--- src/hw/rtl/udp_packet_dispatch_classifier_core_assert.svh ---
// Assertion macros for the dispatch classifier. Both use the clk and rst of
// the module that expands them.
`ifndef UDP_PACKET_DISPATCH_CLASSIFIER_CORE_ASSERT_SVH
`define UDP_PACKET_DISPATCH_CLASSIFIER_CORE_ASSERT_SVH

`ifndef NO_ASSERTIONS

`define UDC_ASSERT_SAME(label, ante, cons) \
  label: assert property (@(posedge clk) disable iff (rst) (ante) |-> (cons)) \
    else $error("udc: same-cycle check failed");

`define UDC_ASSERT_NEXT(label, ante, cons) \
  label: assert property (@(posedge clk) disable iff (rst) (ante) |=> (cons)) \
    else $error("udc: next-cycle check failed");

`else

`define UDC_ASSERT_SAME(label, ante, cons)

`define UDC_ASSERT_NEXT(label, ante, cons)

`endif

`endif

--- src/hw/rtl/udc_pkg.sv ---
package udc_pkg;

  localparam int SLOT_COUNT = 256;

  localparam logic [6:0]  ETH_HDR_LEN = 7'd14;
  localparam logic [6:0]  OFFSET_MAX  = 7'd127;
  localparam logic [15:0] ETYPE_ARP   = 16'h0806;
  localparam logic [15:0] ETYPE_IPV4  = 16'h0800;
  localparam logic [7:0]  PROTO_UDP   = 8'd17;
  localparam logic [3:0]  IP_VERSION4 = 4'd4;
  localparam logic [15:0] FRAG_MASK   = 16'h3fff;
  localparam logic [15:0] PORT_DNS    = 16'd53;
  localparam logic [15:0] PORT_DHCP_S = 16'd67;
  localparam logic [15:0] PORT_DHCP_C = 16'd68;

  // Byte offsets of the captured header fields
  localparam logic [6:0] OFF_ETYPE_HI = 7'd12;
  localparam logic [6:0] OFF_ETYPE_LO = 7'd13;
  localparam logic [6:0] OFF_VER_IHL  = 7'd14;
  localparam logic [6:0] OFF_FRAG_HI  = 7'd20;
  localparam logic [6:0] OFF_FRAG_LO  = 7'd21;
  localparam logic [6:0] OFF_PROTO    = 7'd23;

  typedef enum logic [1:0] {
    CFG_DNS_SLOT = 2'd0,
    CFG_UDP_SLOT = 2'd1,
    CFG_SERVER   = 2'd2,
    CFG_DISABLED = 2'd3
  } cfg_index_t;

  typedef enum logic [2:0] {
    CLS_OTHER = 3'd0,
    CLS_ARP   = 3'd1,
    CLS_DNS   = 3'd2,
    CLS_DHCP  = 3'd3,
    CLS_UDP   = 3'd4
  } traffic_class_t;

  typedef struct packed {
    logic [7:0] frame_byte;
    logic       end_of_frame;
  } in_beat_t;

  typedef struct packed {
    logic       dispatch;
    logic [7:0] slot;
    logic [2:0] traffic_class;
  } out_beat_t;

  typedef struct packed {
    logic [7:0] dns_slot_number;
    logic [7:0] udp_slot_number;
    logic       server_role;
    logic [7:0] disabled_code;
  } cfg_t;

  // Header view including the byte being consumed; len is bytes seen so far
  typedef struct packed {
    logic [7:0]  len;
    logic [15:0] ether_type;
    logic [7:0]  ver_ihl;
    logic [7:0]  protocol;
    logic [15:0] frag;
    logic [15:0] src_port;
    logic [15:0] dst_port;
  } hdr_t;

endpackage

--- src/hw/rtl/udc_hdr_parse.sv ---
module udc_hdr_parse (
  input  logic             clk,
  input  logic             rst,
  input  logic             step,
  input  udc_pkg::in_beat_t beat,
  output udc_pkg::hdr_t    hdr
);

  logic [6:0]  byte_offset;
  logic [15:0] ether_type_seen;
  logic [7:0]  version_and_length;
  logic [7:0]  ip_protocol_seen;
  logic [15:0] fragment_field;
  logic [15:0] source_port_seen;
  logic [15:0] dest_port_seen;

  logic [6:0] udp_at;
  logic       cap;
  logic [7:0] b;

  assign b      = beat.frame_byte;
  assign cap    = byte_offset != udc_pkg::OFFSET_MAX;
  // old IHL: the ver/IHL byte itself sits at or before the UDP window start
  assign udp_at = udc_pkg::ETH_HDR_LEN + {1'b0, version_and_length[3:0], 2'b00};

  always_comb begin
    hdr.len        = {1'b0, byte_offset} + 8'd1;
    hdr.ether_type = ether_type_seen;
    hdr.ver_ihl    = version_and_length;
    hdr.protocol   = ip_protocol_seen;
    hdr.frag       = fragment_field;
    hdr.src_port   = source_port_seen;
    hdr.dst_port   = dest_port_seen;
    if (cap) begin
      if (byte_offset == udc_pkg::OFF_ETYPE_HI) hdr.ether_type[15:8] = b;
      if (byte_offset == udc_pkg::OFF_ETYPE_LO) hdr.ether_type[7:0]  = b;
      if (byte_offset == udc_pkg::OFF_VER_IHL)  hdr.ver_ihl          = b;
      if (byte_offset == udc_pkg::OFF_FRAG_HI)  hdr.frag[15:8]       = b;
      if (byte_offset == udc_pkg::OFF_FRAG_LO)  hdr.frag[7:0]        = b;
      if (byte_offset == udc_pkg::OFF_PROTO)    hdr.protocol         = b;
      if (byte_offset > udc_pkg::OFF_VER_IHL) begin
        if (byte_offset == udp_at)         hdr.src_port[15:8] = b;
        if (byte_offset == udp_at + 7'd1)  hdr.src_port[7:0]  = b;
        if (byte_offset == udp_at + 7'd2)  hdr.dst_port[15:8] = b;
        if (byte_offset == udp_at + 7'd3)  hdr.dst_port[7:0]  = b;
      end
    end
  end

  always_ff @(posedge clk) begin
    if (rst || (step && beat.end_of_frame)) begin
      byte_offset        <= '0;
      ether_type_seen    <= '0;
      version_and_length <= '0;
      ip_protocol_seen   <= '0;
      fragment_field     <= '0;
      source_port_seen   <= '0;
      dest_port_seen     <= '0;
    end else if (step) begin
      byte_offset        <= cap ? byte_offset + 7'd1 : byte_offset;
      ether_type_seen    <= hdr.ether_type;
      version_and_length <= hdr.ver_ihl;
      ip_protocol_seen   <= hdr.protocol;
      fragment_field     <= hdr.frag;
      source_port_seen   <= hdr.src_port;
      dest_port_seen     <= hdr.dst_port;
    end
  end

endmodule

--- src/hw/rtl/udc_verdict.sv ---
module udc_verdict (
  input  udc_pkg::hdr_t     hdr,
  input  udc_pkg::cfg_t     cfg,
  output udc_pkg::out_beat_t res
);

  logic [5:0] hl;
  logic       port_dns;
  logic       port_dhcp;
  logic       hdr_bad;
  logic [7:0] pick;
  logic       try_slot;
  logic       go;
  udc_pkg::traffic_class_t cls;

  assign hl = {hdr.ver_ihl[3:0], 2'b00};

  assign port_dns  = hdr.src_port == udc_pkg::PORT_DNS || hdr.dst_port == udc_pkg::PORT_DNS;
  assign port_dhcp = hdr.src_port == udc_pkg::PORT_DHCP_S ||
                     hdr.src_port == udc_pkg::PORT_DHCP_C ||
                     hdr.dst_port == udc_pkg::PORT_DHCP_S ||
                     hdr.dst_port == udc_pkg::PORT_DHCP_C;

  // IHL can't exceed 15 words, so only the lower bound needs checking
  assign hdr_bad = hdr.len < 8'd34 ||
                   hdr.ver_ihl[7:4] != udc_pkg::IP_VERSION4 ||
                   hdr.protocol != udc_pkg::PROTO_UDP ||
                   (hdr.frag & udc_pkg::FRAG_MASK) != 16'd0 ||
                   hl < 6'd20 ||
                   hdr.len < 8'd22 + {2'b00, hl};

  always_comb begin
    pick     = '0;
    try_slot = 1'b0;
    cls      = udc_pkg::CLS_OTHER;
    if (hdr.len < {1'b0, udc_pkg::ETH_HDR_LEN}) begin
      try_slot = 1'b0;
    end else if (hdr.ether_type == udc_pkg::ETYPE_ARP) begin
      pick     = cfg.dns_slot_number;
      try_slot = 1'b1;
      cls      = udc_pkg::CLS_ARP;
    end else if (hdr.ether_type != udc_pkg::ETYPE_IPV4 || hdr_bad) begin
      try_slot = 1'b0;
    end else if (port_dns) begin
      pick     = cfg.dns_slot_number;
      try_slot = 1'b1;
      cls      = udc_pkg::CLS_DNS;
    end else if (port_dhcp) begin
      pick     = cfg.dns_slot_number;
      try_slot = cfg.server_role;
      cls      = udc_pkg::CLS_DHCP;
    end else begin
      pick     = cfg.udp_slot_number;
      try_slot = 1'b1;
      cls      = udc_pkg::CLS_UDP;
    end
  end

  assign go = try_slot && pick != cfg.disabled_code &&
              {1'b0, pick} < 9'(udc_pkg::SLOT_COUNT);

  assign res = {go, (go ? pick : 8'd0), cls};

endmodule

--- src/hw/rtl/udp_packet_dispatch_classifier_core.sv ---
// Frame classifier: takes one frame byte per beat (from the first Ethernet
// header byte, end_of_frame on the last) and returns one verdict beat per
// frame on out_beat. The last byte passes the input register, then its
// verdict is registered in the result register. Only the input and result
// registers sit in the path, so a byte is taken every cycle (one byte per
// clock) unless a last byte waits while the previous verdict is unaccepted,
// and a waiting verdict does not stall bytes of the next frame until that
// frame's own last byte. Slot registers are to be written by the user
// through the cfg port (always ready) only while no frame is in flight; the
// block does not enforce it. The offset saturates at 127; bytes from there on are not captured.
`include "udp_packet_dispatch_classifier_core_assert.svh"

module udp_packet_dispatch_classifier_core (
  input  logic                  clk,
  input  logic                  rst,
  input  logic                  in_valid,
  output logic                  in_ready,
  input  udc_pkg::in_beat_t     in_beat,
  output logic                  out_valid,
  input  logic                  out_ready,
  output udc_pkg::out_beat_t    out_beat,
  input  logic                  cfg_valid,
  output logic                  cfg_ready,
  input  udc_pkg::cfg_index_t   cfg_index,
  input  logic [7:0]            cfg_data
);

  udc_pkg::cfg_t      cfg;
  udc_pkg::in_beat_t  in_q;
  logic               in_valid_q;
  udc_pkg::out_beat_t out_q;
  udc_pkg::hdr_t      hdr;
  udc_pkg::out_beat_t res;
  logic               adv;
  logic               out_free;

  assign cfg_ready = 1'b1;

  always_ff @(posedge clk) begin
    if (rst) begin
      cfg.dns_slot_number <= 8'd255;
      cfg.udp_slot_number <= 8'd255;
      cfg.server_role     <= 1'b0;
      cfg.disabled_code   <= 8'd255;
    end else if (cfg_valid) begin
      case (cfg_index)
        udc_pkg::CFG_DNS_SLOT: cfg.dns_slot_number <= cfg_data;
        udc_pkg::CFG_UDP_SLOT: cfg.udp_slot_number <= cfg_data;
        udc_pkg::CFG_SERVER:   cfg.server_role     <= cfg_data[0];
        udc_pkg::CFG_DISABLED: cfg.disabled_code   <= cfg_data;
        default: ;
      endcase
    end
  end

  assign out_free = !out_valid || out_ready;
  // non-final bytes never need the result register
  assign adv      = in_valid_q && (!in_q.end_of_frame || out_free);
  assign in_ready = !in_valid_q || adv;

  always_ff @(posedge clk) begin
    if (rst) begin
      in_valid_q <= 1'b0;
    end else if (in_ready) begin
      in_valid_q <= in_valid;
    end
  end

  always_ff @(posedge clk) begin
    if (in_ready && in_valid) begin
      in_q <= in_beat;
    end
  end

  udc_hdr_parse u_parse (
    .clk  (clk),
    .rst  (rst),
    .step (adv),
    .beat (in_q),
    .hdr  (hdr)
  );

  udc_verdict u_verdict (
    .hdr (hdr),
    .cfg (cfg),
    .res (res)
  );

  always_ff @(posedge clk) begin
    if (rst) begin
      out_valid <= 1'b0;
    end else if (adv && in_q.end_of_frame) begin
      out_valid <= 1'b1;
    end else if (out_ready) begin
      out_valid <= 1'b0;
    end
  end

  always_ff @(posedge clk) begin
    if (adv && in_q.end_of_frame) begin
      out_q <= res;
    end
  end

  assign out_beat = out_q;

  `UDC_ASSERT_NEXT(a_last_gives_verdict, adv && in_q.end_of_frame, out_valid)
  `UDC_ASSERT_SAME(a_no_disabled_slot, out_valid && out_beat.dispatch,
                   out_beat.slot != cfg.disabled_code)
  `UDC_ASSERT_SAME(a_dispatch_has_class, out_valid && out_beat.dispatch,
                   out_beat.traffic_class != udc_pkg::CLS_OTHER)
  `UDC_ASSERT_SAME(a_pass_slot_zero, out_valid && !out_beat.dispatch,
                   out_beat.slot == 8'd0)
  `UDC_ASSERT_SAME(a_no_overwrite, out_valid && !out_ready,
                   !(adv && in_q.end_of_frame))

endmodule
--- config.mk ---
export PLATFORM = sky130hd
export DESIGN_NAME = udp_packet_dispatch_classifier_core
export DESIGN_NICKNAME = d
export VERILOG_FILES = /design/src/hw/rtl/udc_pkg.sv /design/src/hw/rtl/udc_hdr_parse.sv /design/src/hw/rtl/udc_verdict.sv /design/src/hw/rtl/udp_packet_dispatch_classifier_core.sv
export VERILOG_INCLUDE_DIRS = /design/src /design/src/hw/rtl
export SDC_FILE = /design/constraint.sdc
export NUM_CORES = 1
export LEC_CHECK = 0
export BUFFER_PORTS_ARGS = -buffer_cell sky130_fd_sc_hd__buf_2
export CAP_MARGIN = 25
export CORE_MARGIN = 10
export CORE_UTILIZATION = 40
export CTS_BUF_LIST = sky130_fd_sc_hd__clkbuf_8 sky130_fd_sc_hd__clkbuf_16
export CTS_CLUSTER_SIZE = 25
export DETAILED_ROUTE_END_ITERATION = 12
export GPL_TIMING_DRIVEN = 0
export PLACE_DENSITY = 0.68
export SKIP_LAST_GASP = 1
export SYNTH_ARGS = -nofsm -noshare
export SYNTH_HDL_FRONTEND = slang
export SYNTH_SLANG_ARGS = --single-unit
--- constraint.sdc ---
create_clock -name clk -period 8.9 [get_ports clk]
set_input_delay 0.445 -clock clk [delete_from_list [all_inputs] [get_ports clk]]
set_output_delay 0.445 -clock clk [all_outputs]
set_load 0.005 [all_outputs]
# Yosys cells after proc, flatten, opt, wreduce, memory -nomap -nowiden
# Index checks and enable logic that the tools add are counted.
# Widths: inputs -> output; s select.
classes:
  addsub: 7
  multipliers: 0
  div_mod_pow: 0
  order_cmp: 5
  eq_ne: 25
  shift: 0
  mux: 28
  bitwise: 0
  reduce_logical: 32
ops:
  columns: ["operator", "count"]
  rows:
  - ["$mux 8", 15]
  - ["$mux 80", 1]
  - ["$eq 16x7->1 const B", 4]
  - ["$eq 16x6->1 const B", 2]
  - ["$mux 32", 1]
  - ["$eq 7x7->1", 4]
  - ["$eq 7x4->1 const B", 3]
  - ["$eq 7x5->1 const B", 3]
  - ["$eq 16x12->1 const B", 1]
  - ["$ne 16x12->1 const B", 1]
  - ["$reduce_bool 16->1", 1]
  - ["$add 7x1->7 const B", 2]
  - ["$add 7x2->7 const B", 2]
  - ["$logic_or 1x1->1", 14]
  - ["$reduce_and 2->1", 5]
  - ["$mux 1", 9]
  - ["$add 7x1->8 const B", 1]
  - ["$lt 8x4->1 const B", 1]
  - ["$lt 8x6->1 const B", 1]
  - ["$lt 8x8->1", 1]
  - ["$ne 8x5->1 const B", 1]
  - ["$ne 8x8->1", 1]
  - ["$add 4x6->7 const A", 1]
  - ["$add 5x6->7 const A", 1]
  - ["15 further kinds", 21]
word_totals:
  register_bits: 135
  latchBits: 0
  ram_bits: 0
  mem_bits_ro: 0
  in_bits: 24
  n_memories: 0

# Depth between registers and ports, before layout
# Gate-level depths: netlist of the first run.
logic_depth:
  ltp_word: 18
  mapped_depth: 21

# Modules after synthesis
# A second synthesis of the first run with hierarchy kept.
hier_totals:
  cells_unflattened: 720
  hier_area_um2: 7166.9
modules_own_cells:
  columns: ["mod", "instances", "cells_per_inst", "area_each_um2", "seq_area_each_um2"]
  rows:
  - ["udc_hdr_parse", 1, 467, 4535.6, 1741.7]
  - ["udp_packet_dispatch_classifier_core", 1, 129, 1704.1, 1171.1]
  - ["udc_verdict", 1, 124, 927.1, 0.0]

# Worst setup path after synthesis of the first run
# Ideal clock, no wire load.
synth_path:
  path_kind: "register to register"
  start: "register u_parse.byte_offset[6]"
  end: "register out_q, in the netlist out_beat[10], data pin"
  arrival_time_ns: 4.175
  t_required_ns: 8.607
  path_slack_ns: 4.432
  path_stages_with_launch: 21
  n_path_buf: 3
  cell_sequence: "dfxtp_1 > buf_2 > nor3_1 > and3_1 > buf_2 > buf_1 > mux2i_1 > inv_1 > ha_1 > inv_1 > ha_1 > a21o_1 > a21oi_1 > o211ai_1 > and4b_1 > a32o_1 > a31o_2 > a211oi_1 > a311oi_1 > nor3_2 > a211oi_1"
synth_lines:
  columns: ["item", "line_no", "source"]
  rows:
  - ["start: declaration", "udc_hdr_parse.sv:9", "logic [6:0] byte_offset;"]
  - ["start signal: assignment", "udc_hdr_parse.sv:60", "byte_offset <= cap ? byte_offset + 7'd1 : byte_offset;"]
  - ["end signal: assignment", "udp_packet_dispatch_classifier_core.sv:101", "out_q <= res;"]
  - ["end: declaration", "udp_packet_dispatch_classifier_core.sv:31", "udc_pkg::out_beat_t out_q;"]

==> results of run 1 <==
-- how the worst max path moves through the flow --
stage,start,end,slack [ps],cells past startpoint
detailed placement,u_parse.byte_offset[6],out_beat[10],3760,20
global route,u_parse.byte_offset[6],out_beat[10],3210,20
global placement,u_parse.byte_offset[6],out_beat[3],3760,20
floorplan,u_parse.byte_offset[6],out_beat[10],4430,20
CTS,u_parse.byte_offset[6],out_beat[10],3700,20
finish,u_parse.byte_offset[6],out_beat[10],3670,20
-- metrics by stage --
stage | hold slack, ps | util, %
after floorplan | 431.0 | -
after global placement | 441.4 | 43.44
after detailed placement | 445.4 | 43.47
after CTS | 178.3 | 47.11
after global routing | 184.9 | 47.16
final | 189.8 | 47.16
-- worst reg2reg max path: stages (launching register included) --
cell and delay [ps]:
dfxtp_1 290, buf_2 160, nor3_1 380, and3_1 210, buf_2 190, buf_1 390
mux2i_1 400, inv_1 90, ha_1 280, inv_1 40, ha_1 260, a21o_1 150
a21oi_1 140, o211ai_1 160, and4b_1 270, a32o_1 270, a31o_2 250, a211oi_1 250
a311oi_1 90, nor3_2 490, a211oi_1 160
-- area by class of cell --
type	count	area share [%]
Inverter	22	1.012
Clock inverter	13	2.178
Tap cell	225	3.451
Buffer	54	2.715
Multi-Input combinational cell	600	47.57
Clock buffer	19	5.553
Timing Repair Buffer	37	2.301
Sequential cell	133	35.22
-- routing by layer --
metal,wire (um),vias to the layer above,track usage [%]
met5,0,-,0
met4,477,0,6.449
met3,996,43,3.528
met2,8645,200,24.81
met1,8812,2942,20.92
li1,-,3010,-
-- cells in the final DEF, fill, tap and decap left out, types with 9 or more instances in the layout --
| master | n |
|---|---|
| a21oi_1 | 40 |
| buf_2 | 42 |
| ha_1 | 12 |
| edfxtp_1 | 21 |
| nor3_1 | 11 |
| inv_1 | 23 |
| xor2_1 | 9 |
| clkbuf_1 | 40 |
| a211o_1 | 16 |
| xnor2_1 | 9 |
| a211oi_1 | 18 |
| mux2i_1 | 70 |
| nor4_1 | 13 |
| nand2_1 | 91 |
| o21ai_0 | 15 |
| dfxtp_1 | 112 |
| a22oi_1 | 11 |
| nand3_1 | 29 |
| clkbuf_16 | 17 |
| and3_1 | 12 |
| nor2b_1 | 9 |
| nand3b_1 | 15 |
| nor2_1 | 106 |
-- sequential cells by signal, indices dropped and copies added (netlist names) --
register / cells
out_valid: 1
u_parse.byte_offset: 7
u_parse.source_port_seen: 16
u_parse.version_and_length: 8
cfg: 25
in_valid_q: 1
u_parse.fragment_field: 14
u_parse.dest_port_seen: 16
u_parse.ip_protocol_seen: 8
in_q: 9
out_beat: 12
u_parse.ether_type_seen: 16
-- report_power, final --
part	internal (mW)	switching (mW)
sequential	0.621	0.0101
combinational	0.0282	0.0590
clock	0.482	0.264
-- cells by family (layout without fill, tap and decap cells) --
group | count (synthesis) | in the layout | synth area share [%]
compound gates | 146 | 146 | 14.85
xor+xnor | 20 | 20 | 2.697
fa+ha+maj | 12 | 12 | 2.129
buf+inv | 76 | 145 | 4.312
flops | 133 | 133 | 40.74
mux | 73 | 73 | 10.47
other cells | 1 | 1 | 0.05318
simple gates | 348 | 348 | 24.75
==> impl_metrics.csv, run 1 <==
group,metric,value,unit
timing,slew_headroom,35.26,%
power,power,1.464,mW
route,wl_per_cell,17.16,um
timing,max_freq,191.2,MHz
floorplanning,core,17300,sq um
route,drt_iter0_drc,548,
global_route,track_usage,15.96,%
cts,ctsHoldBuffers,0,
setup_path,cp_top_family,"compound AO/OA/AOI/OAI gates",
power,p_leak,3.390,nW
floorplanning,fp.dieW,152.8,um
cells_and_area,fin_area,8157,sq um
setup_path,max_stage_delay,490,ps
cells_and_area,multi_input_area,3880,sq um
floorplanning,dieArea,23340,sq um
power,ir_worst_vdd,128.2,uV
global_route,antenna_found_initial,0,
place,place_congestion,0.9737,
place,numPortBuffers,36,
setup_path,worstPathArrival,5360,ps
timing,hold_viol_final,0,
synth,ys_ff_latch,133,
setup_path,worstPathMaxFanout,10,
route,drc,0,
route,ant_nets,0,
setup_path,critical_path_required,9030,ps
cells_and_area,nets,901,
route,drt-pass1-iter-count,5,
synth,dominantRegCellSynth,"dfxtp_1",
synth,synth.top_cells.by_count,"dfxtp_1 (112), nor2_1 (106), nand2_1 (91)",
global_route,grt_start_max_net_pins,17,
cells_and_area,num_antenna_cells,0,
hold_path,worstHoldStart,"in_beat[0]",
synth,synth_top_area_share,31.80,%
synth,yosysSeqAreaShare,40.74,%
synth,synth_edf_count,21,
synth,synth_cells,809,
synth,synthMostInstantiatedCell,"dfxtp_1",
global_route,grt-ovfl-total,0,
cts,cts.path.max_buffers,2,
synth,synth_cell_types,77,
cts,insertion_delay,430,ps
place,dp.cells,1070,
synth,synth.avg_cell_area,8.717,sq um
cts,clk_pin_slew,60,ps
global_route,grt_pass1_wl,30540,um
timing,worst_pin_slew,960.9,ps
setup_path,r2r_cells,20,
cells_and_area,num-fill-cells,1659,
place,hpwl,13700,um
setup_path,startpoint_type,"flip-flop",
synth,syn_area,7052,sq um
job,cap_violations,0,
route,wl,18930,um
setup_path,worstPathCellList,"buf_2 -> nor3_1 -> and3_1 -> buf_2 -> buf_1 -> mux2i_1 -> inv_1 -> ha_1 -> inv_1 -> ha_1 -> a21o_1 -> a21oi_1 -> o211ai_1 -> and4b_1 -> a32o_1 -> a31o_2 -> a211oi_1 -> a311oi_1 -> nor3_2 -> a211oi_1",
setup_path,r2r_start,"u_parse.byte_offset[6]",
hold_path,worstHoldPathCells,1,
route,dr_total_vias,6195,
hold_path,hold_path_end,"in_q[0]",
setup_path,crit_slowest_cell,"nor3_2",
setup_path,reg2reg_slack,3670,ps
timing,setup_viol,0,
timing,min_period,5230,ps
cts,post_cts_resized,0,
timing,drv_slew,0,
timing,finalWorstSetupSlack,3670,ps
place,place_ws,3758,ps
global_route,first_global_vias,5763,
setup_path,rr_endpoint,"out_beat[10]",
floorplanning,placementRows,48,
route,via_per_inst,5.617,
cells_and_area,finalNonFillerCells,1103,
cts,post-cts-setup-buffer-count,0,
cells_and_area,drive_gt1_share,11.28,%
setup_path,end_kind,"flip-flop",
setup_path,critPathBufInv,5,
cts,cts-root-buf,"clkbuf_16",
timing,grt_setup_unrepaired,"false",
synth,async_reset_ff_share,0,%
cts,cts_buffers,17,
setup_path,crit_type,"flip-flop to flip-flop",
cells_and_area,regArea,2873,sq um
place,placed_cell_area,7518,sq um
timing,finClkSkew,7.680,ps
timing,tns,0,ps
timing,finalCritPeriodShare,58.76,%
synth,synth-warning-count,0,
synth,synth_area_leaders,"dfxtp_1 (32%), mux2i_1 (9.9%), edfxtp_1 (8.9%)",
synth,synth_fp_nets,845,
cts,cts_tree,"done",
cells_and_area,syn_to_final_growth,15.67,%
floorplanning,io_pins,39,
floorplanning,fp.dieH,152.8,um
cts,ctsHtreeMaxLevel,4,
status,status,"complete, no violations",
synth,yosys.area.top_type,"dfxtp_1",
cts,clock_sinks,133,
hold_path,hold_path_class,"primary input to flip-flop",
power,powerDensity,179.4,nW/um^2
floorplanning,start_util,40.77,%
Power figures use the tool's default switching activity.
==> inputs of run 2 (changes only) <==
--- a/config.mk
+++ b/config.mk
@@ -6,6 +6,7 @@
 export SDC_FILE = /design/constraint.sdc
 export NUM_CORES = 1
 export LEC_CHECK = 0
+export ABC_AREA = 1
 export BUFFER_PORTS_ARGS = -buffer_cell sky130_fd_sc_hd__buf_2
 export CAP_MARGIN = 25
 export CORE_MARGIN = 10
@@ -14,7 +15,7 @@
 export CTS_CLUSTER_SIZE = 25
 export DETAILED_ROUTE_END_ITERATION = 12
 export GPL_TIMING_DRIVEN = 0
-export PLACE_DENSITY = 0.68
+export PLACE_DENSITY = 0.7
 export SKIP_LAST_GASP = 1
 export SYNTH_ARGS = -nofsm -noshare
 export SYNTH_HDL_FRONTEND = slang
==> constraint.sdc (replaced) <==
create_clock -name clk -period 4.73 [get_ports clk]
set_input_delay 0.2365 -clock clk [delete_from_list [all_inputs] [get_ports clk]]
set_output_delay 0.2365 -clock clk [all_outputs]
set_load 0.005 [all_outputs]
==> impl_metrics.csv, run 2 <==
group,metric,value,unit
cts,clk_pin_slew,60,ps
cells_and_area,syn_to_final_growth,15.22,%
route,wl,22590,um
floorplanning,dieArea,25860,sq um
synth,synth_cells,1195,
setup_path,rr_endpoint,"out_beat[6]",
global_route,antenna_found_initial,0,
synth,synth_cell_types,45,
synth,synth_area_leaders,"dfxtp_1 (28%), nand2_1 (13%), inv_1 (11%)",
cells_and_area,fin_area,9140,sq um
cells_and_area,num-fill-cells,1906,
floorplanning,core,19460,sq um
hold_path,hold_path_end,"cfg[13]",
global_route,grt_pass1_wl,36500,um
synth,synth_xor_area_share,0.7729,%
power,ir_worst_vdd,221.7,uV
synth,async_reset_ff_share,0,%
synth,synthAdderAreaFrac,1.893,%
cells_and_area,nets,1297,
cells_and_area,regArea,2873,sq um
cts,cts.path.max_buffers,2,
setup_path,r2r_cells,31,
setup_path,critical_path_required,4900,ps
route,via_per_inst,5.066,
global_route,first_global_vias,7012,
setup_path,startpoint_type,"flip-flop",
setup_path,critPathBufInv,8,
floorplanning,placementRows,51,
hold_path,worstHoldStart,"cfg_data[4]",
cells_and_area,drive_gt1_share,12.10,%
timing,whs,84.98,ps
synth,synth_top_family_by_area,"simple AND/OR/NAND/NOR gates",
floorplanning,io_pins,39,
timing,worst_pin_slew,823.7,ps
timing,slew_headroom,44.66,%
synth,syn_area,7933,sq um
status,status,"complete, no violations",
cts,ctsHtreeMaxLevel,4,
setup_path,cp_top_family,"simple AND/OR/NAND/NOR gates",
setup_path,r2r_start,"u_parse.byte_offset[0]",
timing,drv_slew,0,
global_route,track_usage,17.33,%
place,place_congestion,0.9305,
synth,synth.top_cells.by_count,"nand2_1 (271), inv_1 (224), dfxtp_1 (112)",
cts,cts_buffers,17,
cts,cts_tree,"done",
synth,muxShareOfSynthArea,0,%
global_route,grt_start_max_net_pins,17,
cells_and_area,mostFrequentLayoutCell,"nand2_1",
setup_path,end_kind,"flip-flop",
synth,synth_fp_nets,1231,
cells_and_area,top_register,"cfg",
route,wl_per_cell,14.68,um
timing,finClkSkew,6.449,ps
floorplanning,fp.dieW,160.8,um
setup_path,max_stage_delay,450,ps
power,powerDensity,330.2,nW/um^2
route,dr_total_vias,7792,
cts,insertion_delay,420,ps
synth,synth-warning-count,0,
route,ant_nets,0,
cells_and_area,multi_input_area,3911,sq um
floorplanning,start_util,40.76,%
synth,yosys.area.top_type,"dfxtp_1",
power,p_leak,4.772,nW
timing,max_freq,227.1,MHz
timing,min_period,4404,ps
synth,synth_top_area_share,28.26,%
cells_and_area,largest_register_ffs,25,
setup_path,cpMostUsedCell,"nand2_1",
synth,synth.avg_cell_area,6.638,sq um
timing,hold_viol_final,0,
timing,finalCritPeriodShare,93.11,%
hold_path,hold_path_class,"primary input to flip-flop",
cts,cts-root-buf,"clkbuf_16",
setup_path,worstPathArrival,4570,ps
timing,setup_viol,0,
setup_path,reg2reg_slack,330,ps
synth,synthMostInstantiatedCell,"nand2_1",
synth,synth_edf_count,21,
synth,yosysSeqAreaShare,36.21,%
cells_and_area,fin_util,46.96,%
job,cap_violations,0,
setup_path,worstPathMaxFanout,10,
synth,ys_ff_latch,133,
synth,dominantRegCellSynth,"dfxtp_1",
place,placed_cell_area,8444,sq um
setup_path,crit_type,"flip-flop to flip-flop",
cells_and_area,num_antenna_cells,0,
place,hpwl,16490,um
hold_path,worstHoldPathCells,3,
route,drc,0,
global_route,grt-ovfl-total,0,
setup_path,crit_slowest_cell,"dfxtp_1",
timing,grt_setup_unrepaired,"false",
cells_and_area,mostFrequentLayoutCells,"nand2_1 (271), inv_1 (224), dfxtp_1 (112)",
cts,clock_sinks,133,
synth,synth-compound-area-share,18.03,%
setup_path,startpoint,"u_parse.byte_offset[0]",
place,numPortBuffers,36,
synth,synth-simple-area-share,28.50,%
floorplanning,fp.dieH,160.8,um
route,drt-pass1-iter-count,7,
route,drt_iter0_drc,661,
-- run 2: cell count changes after synthesis, moves of 29 or more --
cell      change
nand4_1      +29
mux2i_1      -70
o21ai_0      +88
nand2_1     +180
o211ai_1     +49
inv_1       +202
-- run 2: worst max path at each step --
stage | end | slack, ps | cells after the start
finish | out_beat[6] | 330 | 31
global placement | out_beat[5] | 70 | 31
floorplan | out_beat[10] | 940 | 29
CTS | out_beat[9] | 100 | 29
global route | out_beat[4] | 30 | 31
detailed placement | out_beat[9] | -10 | 29
-- run 2: kinds of logic (layout without fill, tap and decap cells) --
| kind of cell | Yosys count | after routing |
|---|---|---|
| adder cells (fa/ha/maj) | 12 | 12 |
| buffers and inverters | 291 | 369 |
| AND/OR/NAND/NOR | 505 | 505 |
| XOR/XNOR | 7 | 7 |
| other | 1 | 1 |
| AO/OA/AOI/OAI | 246 | 246 |
| flip-flops | 133 | 133 |
-- run 2: power breakdown --
part | total [mW] | switching [mW] | leakage [nW] | internal (mW)
clock network | 1.33 | 0.509 | 0.286 | 0.822
registers | 1.25 | 0.0402 | 1.13 | 1.21
logic | 0.435 | 0.293 | 3.35 | 0.142
-- run 2: repair_timing --
| item | CTS | global route |
|---|---|---|
| buffers inserted | 0 | 2 |
| resized for setup | 1 | 3 |
| endpoints found under the hold margin | 8 | 1 |
| pin swaps | 0 | 2 |
| hold buffers | 8 | 1 |
| setup endpoints to repair | 9 | 9 |
-- run 2: cell type report --
class | instances | area share [%]
Buffer | 55 | 2.930
Sequential cell | 133 | 31.43
Clock buffer | 17 | 4.654
Clock inverter | 14 | 1.752
Inverter | 236 | 9.692
Timing Repair Buffer | 47 | 3.121
Tap cell | 265 | 3.628
Multi-Input combinational cell | 771 | 42.79
-- run 2: worst min-delay path: stages --
cell      delay (ps)
buf_2            110
nand2_1           50
o211ai_1          60
-- run 2: per-layer routing --
layer | track usage [%] | share of wire, %
met3 | 3.937 | 7.6
met5 | 0 | 0
met4 | 4.921 | 2.0
met2 | 26.22 | 43
met1 | 24.10 | 47
-- run 2: metrics by stage --
step,total power [mW],instances,setup TNS (ps),setup WS (ps)
after global routing,3.154,1538,0,28.90
after detailed placement,1.694,1496,-83.35,-13.83
after CTS,3.023,1535,0,96.59
after global placement,1.686,1496,0,67.11
after floorplan,1.571,1195,0,938.8
final,3.018,1538,0,326.0
==> inputs of run 3 (changes only) <==
--- a/config.mk
+++ b/config.mk
@@ -7,15 +7,15 @@
 export NUM_CORES = 1
 export LEC_CHECK = 0
 export ABC_AREA = 1
-export BUFFER_PORTS_ARGS = -buffer_cell sky130_fd_sc_hd__buf_2
 export CAP_MARGIN = 25
 export CORE_MARGIN = 10
 export CORE_UTILIZATION = 40
 export CTS_BUF_LIST = sky130_fd_sc_hd__clkbuf_8 sky130_fd_sc_hd__clkbuf_16
 export CTS_CLUSTER_SIZE = 25
 export DETAILED_ROUTE_END_ITERATION = 12
+export DONT_BUFFER_PORTS = 1
 export GPL_TIMING_DRIVEN = 0
-export PLACE_DENSITY = 0.7
+export PLACE_DENSITY = 0.68
 export SKIP_LAST_GASP = 1
 export SYNTH_ARGS = -nofsm -noshare
 export SYNTH_HDL_FRONTEND = slang
==> impl_metrics.csv, run 3 (synthesis results as in run 2) <==
group,metric,value,unit
status,status,"complete, no violations",
setup_path,rr_endpoint,"out_beat[5]",
setup_path,reg2reg_slack,450,ps
floorplanning,dieArea,25860,sq um
cts,cts_tree,"done",
cells_and_area,mostFrequentLayoutCell,"nand2_1",
setup_path,worstPathMaxFanout,10,
setup_path,critical_path_required,4910,ps
setup_path,crit_slowest_cell,"dfxtp_1",
cells_and_area,num_antenna_cells,0,
setup_path,r2r_cells,29,
global_route,first_global_vias,7187,
timing,setup_viol,0,
setup_path,worstPathArrival,4460,ps
cts,insertion_delay,430,ps
floorplanning,core,19460,sq um
cts,cts_buffers,17,
hold_path,worstHoldPathCells,2,
cells_and_area,nets,1269,
timing,grt_setup_unrepaired,"false",
timing,finClkSkew,10.20,ps
cells_and_area,num-fill-cells,1988,
route,drt_iter0_drc,805,
global_route,grt-ovfl-total,0,
cts,cts.path.max_buffers,2,
timing,whs,5.621,ps
cells_and_area,drive_gt1_share,9.952,%
setup_path,max_stage_delay,440,ps
timing,max_freq,233.7,MHz
setup_path,end_kind,"flip-flop",
power,p_leak,4.674,nW
setup_path,startpoint_type,"flip-flop",
global_route,grt_start_max_net_pins,17,
cells_and_area,fin_util,46.78,%
setup_path,cp_top_family,"simple AND/OR/NAND/NOR gates",
timing,worst_pin_slew,816.4,ps
cells_and_area,largest_register_ffs,25,
cells_and_area,syn_to_final_growth,14.78,%
route,drc,0,
cts,ctsHtreeMaxLevel,4,
route,wl,22900,um
cts,clk_pin_slew,60,ps
hold_path,worstHoldStart,"cfg_valid",
route,drt-pass1-iter-count,5,
floorplanning,start_util,40.76,%
hold_path,hold_path_class,"primary input to flip-flop",
route,via_per_inst,5.125,
floorplanning,placementRows,51,
cts,cts-root-buf,"clkbuf_16",
cells_and_area,top_register,"cfg",
place,numPortBuffers,0,
global_route,antenna_found_initial,0,
power,ir_worst_vdd,196.3,uV
setup_path,crit_type,"flip-flop to flip-flop",
timing,tns,0,ps
setup_path,cpMostUsedCell,"nand2_1",
global_route,track_usage,17.71,%
timing,slew_headroom,45.16,%
hold_path,hold_path_end,"cfg[8]",
place,hpwl,16560,um
place,place_congestion,0.9343,
power,powerDensity,341.7,nW/um^2
job,cap_violations,0,
cts,clock_sinks,133,
timing,hold_viol_final,0,
route,dr_total_vias,7744,
floorplanning,fp.dieW,160.8,um
setup_path,critPathBufInv,7,
timing,drv_slew,0,
setup_path,r2r_start,"u_parse.byte_offset[1]",
floorplanning,fp.dieH,160.8,um
global_route,grt_pass1_wl,37470,um
timing,min_period,4279,ps
route,wl_per_cell,15.15,um
timing,finalCritPeriodShare,90.47,%
route,ant_nets,0,
floorplanning,io_pins,39,
cells_and_area,mostFrequentLayoutCells,"nand2_1 (271), inv_1 (224), dfxtp_1 (111)",
==> run 3: changes by cell type in the layout (fill, tap and decap cells not counted), moves of 2 or more <==
cell | before | now
dlygate4sd3_1 | 9 | 18
buf_2 | 49 | 13
clkinv_2 | 5 | 2
inv_6 | 2 | 5
o21ai_2 | 4 | 6
==> run 3: metrics by stage <==
stage	power, mW	setup slack [ps]	instance area [sq um]	cells
after floorplan	1.571	938.8	7933	1195
after global placement	1.675	58.59	8264	1460
after detailed placement	1.682	47.10	8264	1460
after CTS	3.112	24.08	9071	1510
after global routing	3.238	19.30	9105	1511
final	3.111	450.6	9105	1511
==> run 3: worst max path at each step <==
| stage | start | to | slack [ps] | depth (start not counted) |
|---|---|---|---|---|
| after floorplan | u_parse.byte_offset[0] | out_beat[10] | 940 | 29 |
| after global placement | u_parse.byte_offset[2] | out_beat[5] | 60 | 31 |
| after detailed placement | u_parse.byte_offset[2] | out_beat[7] | 50 | 31 |
| after CTS | u_parse.byte_offset[2] | out_beat[5] | 20 | 31 |
| after global routing | u_parse.byte_offset[1] | out_beat[10] | 20 | 29 |
| final | u_parse.byte_offset[1] | out_beat[5] | 450 | 29 |
==> run 3: final cells by class <==
cell class / count / area, sq um / share of cell area (%)
Timing Repair Buffer: 19 / 187.7 / 2.061
Multi-Input combinational cell: 771 / 3931 / 43.18
Clock inverter: 15 / 201.4 / 2.212
Tap cell: 265 / 331.6 / 3.642
Inverter: 236 / 885.9 / 9.729
Sequential cell: 133 / 2874 / 31.57
Clock buffer: 17 / 425.4 / 4.672
Buffer: 55 / 267.8 / 2.941
==> run 3: per-layer routing <==
layer	track usage, %	vias to the layer above	wire length, um
met5	0	-	0
met4	6.493	0	586
met3	3.246	45	1723
met2	26.56	288	9615
met1	24.75	3502	10970
li1	-	3909	-
==> run 3: where the power goes <==
part / switching (mW) / internal (mW)
Clock: 0.535 / 0.887
Sequential: 0.0404 / 1.21
Combinational: 0.296 / 0.141
==> run 3: timing repair <==
item                                   in CTS  in global routing
setup buffers                               0                  1
setup endpoints to repair                   0                  9
endpoints found under the hold margin      34                  0
hold buffers                               18                  0
resized for setup                           0                 11
